[config.mk]
export PLATFORM = sky130hd
export DESIGN_NAME = bounded_lifo_stack_with_queries_core
export DESIGN_NICKNAME = d
export VERILOG_FILES = /design/src/rtl/blsq_pkg.sv /design/src/rtl/bounded_lifo_stack_with_queries_core.sv /design/src/rtl/blsq_front.sv /design/src/rtl/blsq_back.sv
export SDC_FILE = /design/constraint.sdc
export NUM_CORES = 1
export LEC_CHECK = 0
export BUFFER_PORTS_ARGS = -buffer_cell sky130_fd_sc_hd__buf_2
export CAP_MARGIN = 20
export CORE_MARGIN = 2
export CORE_UTILIZATION = 25
export DETAILED_ROUTE_END_ITERATION = 10
export HOLD_SLACK_MARGIN = 0.03
export REMOVE_ABC_BUFFERS = 1
export SLEW_MARGIN = 30
export SYNTH_ARGS = -nofsm -noshare
export SYNTH_HDL_FRONTEND = slang
export SYNTH_SLANG_ARGS = --single-unit
[constraint.sdc]
create_clock -name clk -period 4.4 [get_ports clk]
set_clock_uncertainty 0.1 [all_clocks]
set_input_delay 1.1 -clock clk [delete_from_list [all_inputs] [get_ports clk]]
set_output_delay 1.1 -clock clk [all_outputs]
set_load 0.05 [all_outputs]
[src/rtl/blsq_pkg.sv]
package blsq_pkg;

	localparam logic [2:0] CMD_PUSH   = 3'd0;
	localparam logic [2:0] CMD_POP    = 3'd1;
	localparam logic [2:0] CMD_PEEK   = 3'd2;
	localparam logic [2:0] CMD_STATUS = 3'd3;
	localparam logic [2:0] CMD_MAX    = 3'd4;
	localparam logic [2:0] CMD_EVENS  = 3'd5;
	localparam logic [2:0] CMD_ODDS   = 3'd6;

	localparam logic [1:0] OC_OK    = 2'd0;
	localparam logic [1:0] OC_EMPTY = 2'd1;
	localparam logic [1:0] OC_FULL  = 2'd2;
	localparam logic [1:0] OC_NONE  = 2'd3;

	typedef enum logic [2:0] {
		OP_PUSH,
		OP_POP,
		OP_PEEK,
		OP_STATUS,
		OP_MAX,
		OP_EVENS,
		OP_ODDS,
		OP_NOP
	} op_t;

	typedef enum logic [1:0] {
		ST_IDLE,
		ST_READ,
		ST_EVAL,
		ST_FINISH
	} state_t;

	typedef struct packed {
		logic [2:0]         command;
		logic signed [31:0] push_data;
	} in_item_t;

	typedef struct packed {
		logic [1:0]         outcome;
		logic signed [31:0] word;
		logic [3:0]         occupancy;
		logic [3:0]         free_slots;
		logic               last;
	} out_item_t;

	typedef struct packed {
		op_t                op;
		logic signed [31:0] data;
	} op_item_t;

endpackage

[src/rtl/bounded_lifo_stack_with_queries_core.sv]
// Bounded LIFO stack of DEPTH signed 32-bit words with push, pop, peek, status, max and
// even/odd listing commands. Items enter through a two-entry command queue and are carried
// out one at a time by an executor holding the stack in a memory with one write port and
// one registered read port. A push, or any command that finds the stack empty (or status
// on a full stack), is answered straight from the idle state; pop and peek read the top word;
// status, max, evens and odds read each stored element in turn through that single read
// port. The unused command code is dropped at the queue and gives no result. Results wait in
// an output register; while one is held up the queue accepts items until both entries are full.
module bounded_lifo_stack_with_queries_core
	import blsq_pkg::*;
#(
	parameter int DEPTH = 8
) (
	input  logic      clk,
	input  logic      arst_n,
	input  logic      req_valid,
	output logic      req_ready,
	input  in_item_t  req,
	output logic      rsp_valid,
	input  logic      rsp_ready,
	output out_item_t rsp
);

	logic     q_valid;
	logic     q_ready;
	op_item_t q_item;

	blsq_front u_front (
		.clk       (clk),
		.arst_n    (arst_n),
		.req_valid (req_valid),
		.req_ready (req_ready),
		.req       (req),
		.q_valid   (q_valid),
		.q_ready   (q_ready),
		.q_item    (q_item)
	);

	blsq_back #(
		.DEPTH (DEPTH)
	) u_back (
		.clk       (clk),
		.arst_n    (arst_n),
		.q_valid   (q_valid),
		.q_ready   (q_ready),
		.q_item    (q_item),
		.rsp_valid (rsp_valid),
		.rsp_ready (rsp_ready),
		.rsp       (rsp)
	);

endmodule

[src/rtl/blsq_front.sv]
module blsq_front
	import blsq_pkg::*;
(
	input  logic     clk,
	input  logic     arst_n,
	input  logic     req_valid,
	output logic     req_ready,
	input  in_item_t req,
	output logic     q_valid,
	input  logic     q_ready,
	output op_item_t q_item
);

	op_item_t   entry_q [2];
	logic       wr_ptr_q;
	logic       rd_ptr_q;
	logic [1:0] fill_q;
	op_item_t   cls;
	logic       accept;
	logic       push_q;
	logic       pop_q;

	// classify the command; the unused code is dropped here
	always_comb begin
		cls.data = req.push_data;
		case (req.command)
			CMD_PUSH:   cls.op = OP_PUSH;
			CMD_POP:    cls.op = OP_POP;
			CMD_PEEK:   cls.op = OP_PEEK;
			CMD_STATUS: cls.op = OP_STATUS;
			CMD_MAX:    cls.op = OP_MAX;
			CMD_EVENS:  cls.op = OP_EVENS;
			CMD_ODDS:   cls.op = OP_ODDS;
			default:    cls.op = OP_NOP;
		endcase
	end

	assign req_ready = (fill_q != 2'd2);
	assign accept    = req_valid && req_ready;
	assign push_q    = accept && (cls.op != OP_NOP);
	assign q_valid   = (fill_q != 2'd0);
	assign pop_q     = q_valid && q_ready;
	assign q_item    = entry_q[rd_ptr_q];

	always_ff @(posedge clk or negedge arst_n) begin
		if (!arst_n) begin
			wr_ptr_q <= 1'b0;
			rd_ptr_q <= 1'b0;
			fill_q   <= 2'd0;
		end else begin
			if (push_q)
				wr_ptr_q <= !wr_ptr_q;
			if (pop_q)
				rd_ptr_q <= !rd_ptr_q;
			case ({push_q, pop_q})
				2'b10:   fill_q <= fill_q + 2'd1;
				2'b01:   fill_q <= fill_q - 2'd1;
				default: fill_q <= fill_q;
			endcase
		end
	end

	always_ff @(posedge clk) begin
		if (push_q)
			entry_q[wr_ptr_q] <= cls;
	end

endmodule

[src/rtl/blsq_back.sv]
module blsq_back
	import blsq_pkg::*;
#(
	parameter int DEPTH = 8
) (
	input  logic      clk,
	input  logic      arst_n,
	input  logic      q_valid,
	output logic      q_ready,
	input  op_item_t  q_item,
	output logic      rsp_valid,
	input  logic      rsp_ready,
	output out_item_t rsp
);

	localparam int AW = (DEPTH > 1) ? $clog2(DEPTH) : 1;
	localparam int CW = $clog2(DEPTH + 1);
	localparam logic [CW-1:0] DEPTH_C = CW'(DEPTH);

	logic signed [31:0] mem [DEPTH];
	logic signed [31:0] rd_q;
	logic signed [31:0] hold_q;
	logic signed [31:0] best_q;
	out_item_t          out_q;
	logic               out_valid_q;

	state_t          st_q, st_d;
	op_t             op_q, op_d;
	logic [AW-1:0]   idx_q, idx_d;
	logic [CW-1:0]   cnt_q, cnt_d;
	logic            hold_valid_q, hold_valid_d;
	logic            can_emit;
	logic            emit;
	logic [1:0]      emit_oc;
	logic signed [31:0] emit_word;
	logic            emit_last;
	out_item_t       emit_item;
	logic            we;
	logic            load_hold;
	logic            load_best;
	logic            last_idx;
	logic            match;

	assign can_emit = !out_valid_q || rsp_ready;
	assign last_idx = (idx_q == AW'(cnt_q - CW'(1)));

	always_comb begin
		case (op_q)
			OP_STATUS: match = 1'b1;
			OP_EVENS:  match = !rd_q[0];
			OP_ODDS:   match = rd_q[0];
			default:   match = 1'b0;
		endcase
	end

	always_comb begin
		st_d         = st_q;
		op_d         = op_q;
		idx_d        = idx_q;
		cnt_d        = cnt_q;
		hold_valid_d = hold_valid_q;
		q_ready      = 1'b0;
		emit         = 1'b0;
		emit_oc      = OC_OK;
		emit_word    = '0;
		emit_last    = 1'b1;
		we           = 1'b0;
		load_hold    = 1'b0;
		load_best    = 1'b0;
		case (st_q)
			ST_IDLE: begin
				q_ready = can_emit;
				if (q_valid && can_emit) begin
					op_d         = q_item.op;
					hold_valid_d = 1'b0;
					if (q_item.op == OP_PUSH) begin
						emit = 1'b1;
						if (cnt_q >= DEPTH_C) begin
							emit_oc = OC_FULL;
						end else begin
							we        = 1'b1;
							cnt_d     = cnt_q + CW'(1);
							emit_word = q_item.data;
						end
					end else if (q_item.op == OP_NOP) begin
						st_d = ST_IDLE;
					end else if (cnt_q == '0) begin
						emit    = 1'b1;
						emit_oc = OC_EMPTY;
					end else if (q_item.op == OP_STATUS && cnt_q == DEPTH_C) begin
						emit    = 1'b1;
						emit_oc = OC_FULL;
					end else if (q_item.op == OP_POP || q_item.op == OP_PEEK) begin
						idx_d = AW'(cnt_q - CW'(1));
						st_d  = ST_READ;
					end else begin
						idx_d = '0;
						st_d  = ST_READ;
					end
				end
			end
			ST_READ: begin
				st_d = ST_EVAL;
			end
			ST_EVAL: begin
				case (op_q)
					OP_POP, OP_PEEK: begin
						if (can_emit) begin
							emit      = 1'b1;
							emit_word = rd_q;
							if (op_q == OP_POP)
								cnt_d = cnt_q - CW'(1);
							st_d = ST_IDLE;
						end
					end
					OP_MAX: begin
						load_best = (idx_q == '0) || (rd_q > best_q);
						if (last_idx) begin
							st_d = ST_FINISH;
						end else begin
							idx_d = idx_q + AW'(1);
							st_d  = ST_READ;
						end
					end
					default: begin
						// a match is held back until the next one shows it is not the last
						if (!(match && hold_valid_q) || can_emit) begin
							if (match) begin
								emit         = hold_valid_q;
								emit_word    = hold_q;
								emit_last    = 1'b0;
								load_hold    = 1'b1;
								hold_valid_d = 1'b1;
							end
							if (last_idx) begin
								st_d = ST_FINISH;
							end else begin
								idx_d = idx_q + AW'(1);
								st_d  = ST_READ;
							end
						end
					end
				endcase
			end
			ST_FINISH: begin
				if (can_emit) begin
					emit = 1'b1;
					st_d = ST_IDLE;
					if (op_q == OP_MAX) begin
						emit_word = best_q;
					end else if (hold_valid_q) begin
						emit_word = hold_q;
					end else begin
						emit_oc = OC_NONE;
					end
				end
			end
			default: st_d = ST_IDLE;
		endcase
	end

	always_comb begin
		emit_item.outcome    = emit_oc;
		emit_item.word       = emit_word;
		emit_item.occupancy  = 4'(cnt_d);
		emit_item.free_slots = 4'(DEPTH_C - cnt_d);
		emit_item.last       = emit_last;
	end

	always_ff @(posedge clk or negedge arst_n) begin
		if (!arst_n) begin
			st_q         <= ST_IDLE;
			op_q         <= OP_NOP;
			idx_q        <= '0;
			cnt_q        <= '0;
			hold_valid_q <= 1'b0;
			out_valid_q  <= 1'b0;
		end else begin
			st_q         <= st_d;
			op_q         <= op_d;
			idx_q        <= idx_d;
			cnt_q        <= cnt_d;
			hold_valid_q <= hold_valid_d;
			if (emit)
				out_valid_q <= 1'b1;
			else if (rsp_ready)
				out_valid_q <= 1'b0;
		end
	end

	always_ff @(posedge clk) begin
		if (we)
			mem[cnt_q[AW-1:0]] <= q_item.data;
		rd_q <= mem[idx_q];
	end

	always_ff @(posedge clk) begin
		if (emit)
			out_q <= emit_item;
		if (load_hold)
			hold_q <= rd_q;
		if (load_best)
			best_q <= rd_q;
	end

	assign rsp_valid = out_valid_q;
	assign rsp       = out_q;

	a_cnt_bound: assert property (@(posedge clk) disable iff (!arst_n)
		cnt_q <= DEPTH_C)
		else $error("element count beyond depth");

	a_empty_occ: assert property (@(posedge clk) disable iff (!arst_n)
		out_valid_q && out_q.outcome == OC_EMPTY |-> out_q.occupancy == 4'd0)
		else $error("empty result with nonzero occupancy");

	a_eval_order: assert property (@(posedge clk) disable iff (!arst_n)
		st_q == ST_EVAL |-> $past(st_q) == ST_READ || $past(st_q) == ST_EVAL)
		else $error("evaluation without a memory read");

	a_not_last: assert property (@(posedge clk) disable iff (!arst_n)
		emit && !emit_last |-> st_q == ST_EVAL && hold_valid_q)
		else $error("non-final result outside a listing");

	a_no_overwrite: assert property (@(posedge clk) disable iff (!arst_n)
		out_valid_q && !rsp_ready |=> $stable(out_q))
		else $error("pending result overwritten");

endmodule

==> report_table.html <==
<table>
<tr><th>Metric</th><th>Value</th></tr>
<tr><th colspan="2">Floorplan</th></tr>
<tr><td>Die area</td><td>0.0782 sq mm</td></tr>
<tr><td>Starting density of the core</td><td>25.1%</td></tr>
<tr><td>Site row count</td><td>101</td></tr>
<tr><td>Horizontal extent of the die</td><td>roughly 280 microns</td></tr>
<tr><td>Die extent in y</td><td>280 microns</td></tr>
<tr><td>Count of pins on the block boundary</td><td>84</td></tr>
<tr><td>CORE AREA</td><td>0.0756 sq mm</td></tr>
<tr><th colspan="2">Run status</th></tr>
<tr><td>Result of the run</td><td>finished clean</td></tr>
<tr><th colspan="2">Synthesis</th></tr>
<tr><td>Number of synthesized flops with an enable pin</td><td>432</td></tr>
<tr><td>Post-synth cell types</td><td>between 50 and 60</td></tr>
<tr><td>Synth async-reset ratio</td><td>3.73%</td></tr>
<tr><td>Total number of yosys warnings</td><td>0</td></tr>
<tr><td>Number of synthesized register bits</td><td>a little under 500</td></tr>
<tr><td>Dominant synthesized flop cell</td><td>sky130_fd_sc_hd__edfxtp_1</td></tr>
<tr><td>Number of instances in the synthesized netlist</td><td>1052</td></tr>
<tr><td>Syn Std Cell Area</td><td>0.0190 sq mm</td></tr>
<tr><td>Area leader, netlist</td><td>sky130_fd_sc_hd__edfxtp_1</td></tr>
<tr><td>Biggest area contributors in the synthesized netlist</td><td>sky130_fd_sc_hd__edfxtp_1, sky130_fd_sc_hd__mux4_2, sky130_fd_sc_hd__mux2_2</td></tr>
<tr><td>Share of synthesized area occupied by flip-flops and latches</td><td>between 70% and 80%</td></tr>
<tr><td>Top cell type's share of synthesized area</td><td>just under 70%</td></tr>
<tr><td>Mean Syn Cell Area</td><td>approximately 18 sq um</td></tr>
<tr><th colspan="2">Setup path</th></tr>
<tr><td>Critical path launch point type</td><td>flip-flop</td></tr>
<tr><td>Arrival time reported for the critical path endpoint</td><td>between 3 and 4 ns</td></tr>
<tr><td>Worst setup EP type</td><td>flip-flop</td></tr>
<tr><td>Worst R2R Setup Slack</td><td>approximately 0.94 ns</td></tr>
<tr><td>Worst reg2reg path depth</td><td>9</td></tr>
<tr><td>Critical register-to-register path startpoint</td><td>u_back.st_q[0]</td></tr>
<tr><td>Highest net fanout along the worst path</td><td>29</td></tr>
<tr><td>Worst setup path startpoint</td><td>u_back.st_q[0]</td></tr>
<tr><td>Worst endpoint required time</td><td>approximately 4.6 ns</td></tr>
<tr><td>Reg-to-Reg End</td><td>u_back.rsp[8]</td></tr>
<tr><td>Crit Path Category</td><td>reg -&gt; reg</td></tr>
<tr><th colspan="2">Timing</th></tr>
<tr><td>Post-route worst hold slack</td><td>0.379 ns</td></tr>
<tr><td>Setup tns final</td><td>0 ns</td></tr>
<tr><td>Max Fclk</td><td>approximately 290 MHz</td></tr>
<tr><td>Least-Margin Pin Slew</td><td>around 0.78 ns</td></tr>
<tr><td>Final Max Tran Viols</td><td>0</td></tr>
<tr><td>Post-route clock period utilization</td><td>between 70% and 80%</td></tr>
<tr><td>RSZ-0062 raised after global routing</td><td>false</td></tr>
<tr><td>Min Tclk post-route</td><td>around 3.5 ns</td></tr>
<tr><td>Worst relative slew slack</td><td>a little under half</td></tr>
<tr><td>Hold violation count in the final report</td><td>0</td></tr>
<tr><td>Final worst setup slack</td><td>0.938 ns</td></tr>
<tr><td>Count of final setup violators</td><td>0</td></tr>
<tr><th colspan="2">Pwr</th></tr>
<tr><td>Power per unit of standard cell area</td><td>approximately 700 mW/mm^2</td></tr>
<tr><td>Internal power of the cells</td><td>between 10 and 15 mW</td></tr>
<tr><td>Peak ir drop on the vdd network</td><td>0.000275 V</td></tr>
<tr><td>Register share of total power</td><td>between 40% and 50%</td></tr>
<tr><td>Static leakage power</td><td>7.40 nW</td></tr>
<tr><td>Sw frac</td><td>around a third</td></tr>
<tr><td>Part of the power in combinational logic</td><td>27.9%</td></tr>
<tr><td>Sw power</td><td>slightly above 5 mW</td></tr>
<tr><td>Clock network power share</td><td>27.5%</td></tr>
<tr><th colspan="2">Drt</th></tr>
<tr><td>Met1 wire length</td><td>about 19000 microns</td></tr>
<tr><td>Routed wirelength normalized by instance count</td><td>roughly 20 microns</td></tr>
<tr><td>Uppermost metal layer occupied by signal nets</td><td>met4</td></tr>
<tr><td>Total number of vias</td><td>just under 10000</td></tr>
<tr><td>Starting DRC count in detailed routing</td><td>926</td></tr>
<tr><td>Vias per std cell</td><td>4.45</td></tr>
<tr><td>DRC violation count after routing</td><td>0</td></tr>
<tr><td>Remaining antenna violation count</td><td>0</td></tr>
<tr><td>Routed length on met2</td><td>approximately 21000 microns</td></tr>
<tr><td>Total detailed-routing wirelength</td><td>~43000 microns</td></tr>
<tr><td>Total met3 wirelength after detailed routing</td><td>2110 microns</td></tr>
<tr><td>First drt pass iteration count</td><td>6</td></tr>
<tr><th colspan="2">Clock network</th></tr>
<tr><td>Clk sink count</td><td>around 480</td></tr>
<tr><td>Postcts setup bufs</td><td>0</td></tr>
<tr><td>CTS Root Cell</td><td>sky130_fd_sc_hd__clkbuf_16</td></tr>
<tr><td>Hold buffers post-CTS</td><td>0</td></tr>
<tr><td>TritonCTS buffer count</td><td>between 40 and 50</td></tr>
<tr><td>CTS max path bufs</td><td>3</td></tr>
<tr><td>CTS clk-pin slew, worst paths</td><td>around 0.06 ns</td></tr>
<tr><td>Cells resized by post-CTS repair</td><td>0</td></tr>
<tr><td>CTS HTree Levels</td><td>2</td></tr>
<tr><td>Skew-Pair Late Insertion Delay</td><td>slightly below 0.6 ns</td></tr>
<tr><td>Clock tree from TritonCTS</td><td>yes</td></tr>
<tr><th colspan="2">Place</th></tr>
<tr><td>Dpl hpwl</td><td>26600 microns</td></tr>
<tr><td>Routability Congestion</td><td>between 0.8 and 0.9</td></tr>
<tr><td>Placement Cell Area</td><td>between 0.02 and 0.025 sq mm</td></tr>
<tr><td>DP Worst Slack</td><td>around 0.64 ns</td></tr>
<tr><td>Cell count after placement</td><td>roughly 2100</td></tr>
<tr><td>Quantity of I/O buffers inserted on ports</td><td>slightly above 80</td></tr>
<tr><th colspan="2">Layout</th></tr>
<tr><td>Final Net Count</td><td>~1200</td></tr>
<tr><td>Ratio of cells with drive above 1 in the final layout</td><td>~29%</td></tr>
<tr><td>Final instance area</td><td>between 0.02 and 0.025 sq mm</td></tr>
<tr><td>Synth-to-Final Area Change</td><td>18.4%</td></tr>
<tr><td>Non-filler instance count after layout</td><td>~2200</td></tr>
<tr><th colspan="2">Global routing</th></tr>
<tr><td>Global-route wire length before repair</td><td>63800 microns</td></tr>
<tr><td>Via count of the first global-routing pass</td><td>9980</td></tr>
<tr><td>Largest net degree at the start of global routing</td><td>40</td></tr>
<tr><td>Number of antenna violations at the first check in global routing</td><td>1</td></tr>
<tr><td>All-layer global routing usage</td><td>a little over a tenth</td></tr>
<tr><td>Remaining global-route overflow</td><td>0</td></tr>
<tr><th colspan="2">Flow run</th></tr>
<tr><td>Maxcap violations</td><td>0</td></tr>
<tr><th colspan="2">Min path</th></tr>
<tr><td>Worst hold path type</td><td>in -&gt; async</td></tr>
</table>
## cell usage after synthesis, types with 3 or more instances
cell type,instances
sky130_fd_sc_hd__mux2i_1,4
sky130_fd_sc_hd__o31ai_1,4
sky130_fd_sc_hd__a21oi_1,54
sky130_fd_sc_hd__mux2_2,64
sky130_fd_sc_hd__clkbuf_1,45
sky130_fd_sc_hd__dfxtp_1,32
sky130_fd_sc_hd__nor3_1,6
sky130_fd_sc_hd__edfxtp_1,432
sky130_fd_sc_hd__buf_2,4
sky130_fd_sc_hd__nor4_1,5
sky130_fd_sc_hd__nand2b_1,5
sky130_fd_sc_hd__xnor2_1,10
sky130_fd_sc_hd__nor2b_1,6
sky130_fd_sc_hd__a221oi_1,3
sky130_fd_sc_hd__nand4_1,6
sky130_fd_sc_hd__ha_1,42
sky130_fd_sc_hd__a222oi_1,32
sky130_fd_sc_hd__inv_1,46
sky130_fd_sc_hd__mux4_2,64
sky130_fd_sc_hd__nand2_1,63
sky130_fd_sc_hd__dfstp_2,3
sky130_fd_sc_hd__nor2_1,18
sky130_fd_sc_hd__nor3b_1,3
sky130_fd_sc_hd__xor2_1,8
sky130_fd_sc_hd__nand3_1,13
sky130_fd_sc_hd__o21ai_0,19
sky130_fd_sc_hd__o211ai_1,4
sky130_fd_sc_hd__dfrtp_1,15
sky130_fd_sc_hd__buf_1,5
## placed cells by master, fill, tap and decap left out, types with 5 or more instances in the layout
cell,n
sky130_fd_sc_hd__clkbuf_8,6
sky130_fd_sc_hd__buf_12,9
sky130_fd_sc_hd__dfrtp_1,12
sky130_fd_sc_hd__clkbuf_16,50
sky130_fd_sc_hd__nor2b_1,6
sky130_fd_sc_hd__ha_1,42
sky130_fd_sc_hd__xnor2_1,10
sky130_fd_sc_hd__nand3_1,13
sky130_fd_sc_hd__mux4_2,64
sky130_fd_sc_hd__nand2b_1,5
sky130_fd_sc_hd__a222oi_1,32
sky130_fd_sc_hd__o21ai_0,18
sky130_fd_sc_hd__a21oi_1,54
sky130_fd_sc_hd__edfxtp_1,432
sky130_fd_sc_hd__nor2_4,8
sky130_fd_sc_hd__xor2_1,8
sky130_fd_sc_hd__nand4_1,6
sky130_fd_sc_hd__bufinv_16,6
sky130_fd_sc_hd__nor4_1,5
sky130_fd_sc_hd__nand2_1,63
sky130_fd_sc_hd__buf_4,16
sky130_fd_sc_hd__clkinv_2,10
sky130_fd_sc_hd__inv_1,46
sky130_fd_sc_hd__mux2_2,64
sky130_fd_sc_hd__nor2_1,10
sky130_fd_sc_hd__buf_2,83
sky130_fd_sc_hd__dfxtp_1,32
sky130_fd_sc_hd__clkbuf_1,12
## through the flow
step	util (%)	power, mW
detailed placement	27.6	11.4
global placement	27.6	11.3
CTS	29.8	15.7
global route	29.8	16.2
finish	29.8	15.5
floorplan	-	9.85
## area by class of cell
class	count	area, sq um
antenna	2	5.00
clock buffer	68	1380
multi-input combinational	468	4640
clock inverter	23	280
inverter	47	176
timing repair buffer	108	716
fill	7327	53100
sequential	482	14100
tap	978	1220
## kinds of logic after synthesis
kind of cell               share of synthesized area, %
and+or+nand+nor                                    3.65
xor gates and xnor gates                          0.830
AOI/OAI and AO/OA                                  5.08
adders and majority gates                          2.77
muxes                                              11.6
buffers and inverters                              2.06
DFF                                                74.0
## routing by layer
metal / vias up / global-route usage (%)
li1: 4402 / -
met1: 4947 / 14.3
met2: 280 / 18.8
met3: 55 / 1.91
met4: 0 / 3.04
met5: - / 0
## worst max-delay path, cell delays in order, from the launching register on
cell and delay, ns:
sky130_fd_sc_hd__dfrtp_1 0.41, sky130_fd_sc_hd__inv_1 0.11, sky130_fd_sc_hd__ha_1 0.62, sky130_fd_sc_hd__nand2_1 0.15, sky130_fd_sc_hd__nor3_2 0.18, sky130_fd_sc_hd__buf_4 0.33, sky130_fd_sc_hd__a21oi_1 0.07, sky130_fd_sc_hd__a21o_1 0.22
sky130_fd_sc_hd__a31oi_4 0.60, sky130_fd_sc_hd__buf_12 0.30
## power groups by stage
stage          registers [mW]  clock network, mW  logic (mW)
3_3_place_gp             7.01                  0        4.28
5_1_grt                  7.02               4.51        4.67
6_report                 6.91               4.25        4.32
4_1_cts                  6.94               4.34        4.38
2_1_floorplan            7.58                  0        2.28
3_5_place_dp             7.03                  0        4.36
## worst max path at each step
stage / endpoint / cells past startpoint / slack [ns]
floorplan: u_back.rsp[0] / 5 / -1.69
global placement: u_back.rsp[41] / 8 / 0.73
detailed placement: u_back.rsp[42] / 8 / 0.64
CTS: u_back.best_q[14] / 10 / 0.93
global route: u_back.rsp[36] / 9 / 0.75
finish: u_back.rsp[8] / 9 / 0.94
## state kept, by name, indices dropped and copies added, names as in the netlist
name                 flops
u_back.cnt_q             4
u_back.best_q           32
u_front.wr_ptr_q         1
u_back.rsp              42
u_back.mem             256
u_back.hold_q           32
u_back.rsp_valid         1
u_back.idx_q             3
u_back.hold_valid_q      1
u_back.op_q              3
u_front.entry_q         70
u_front.rd_ptr_q         1
u_back.rd_q             32
u_back.st_q              2
u_front.fill_q           2
No activity file was read; power rests on OpenSTA's default activity.
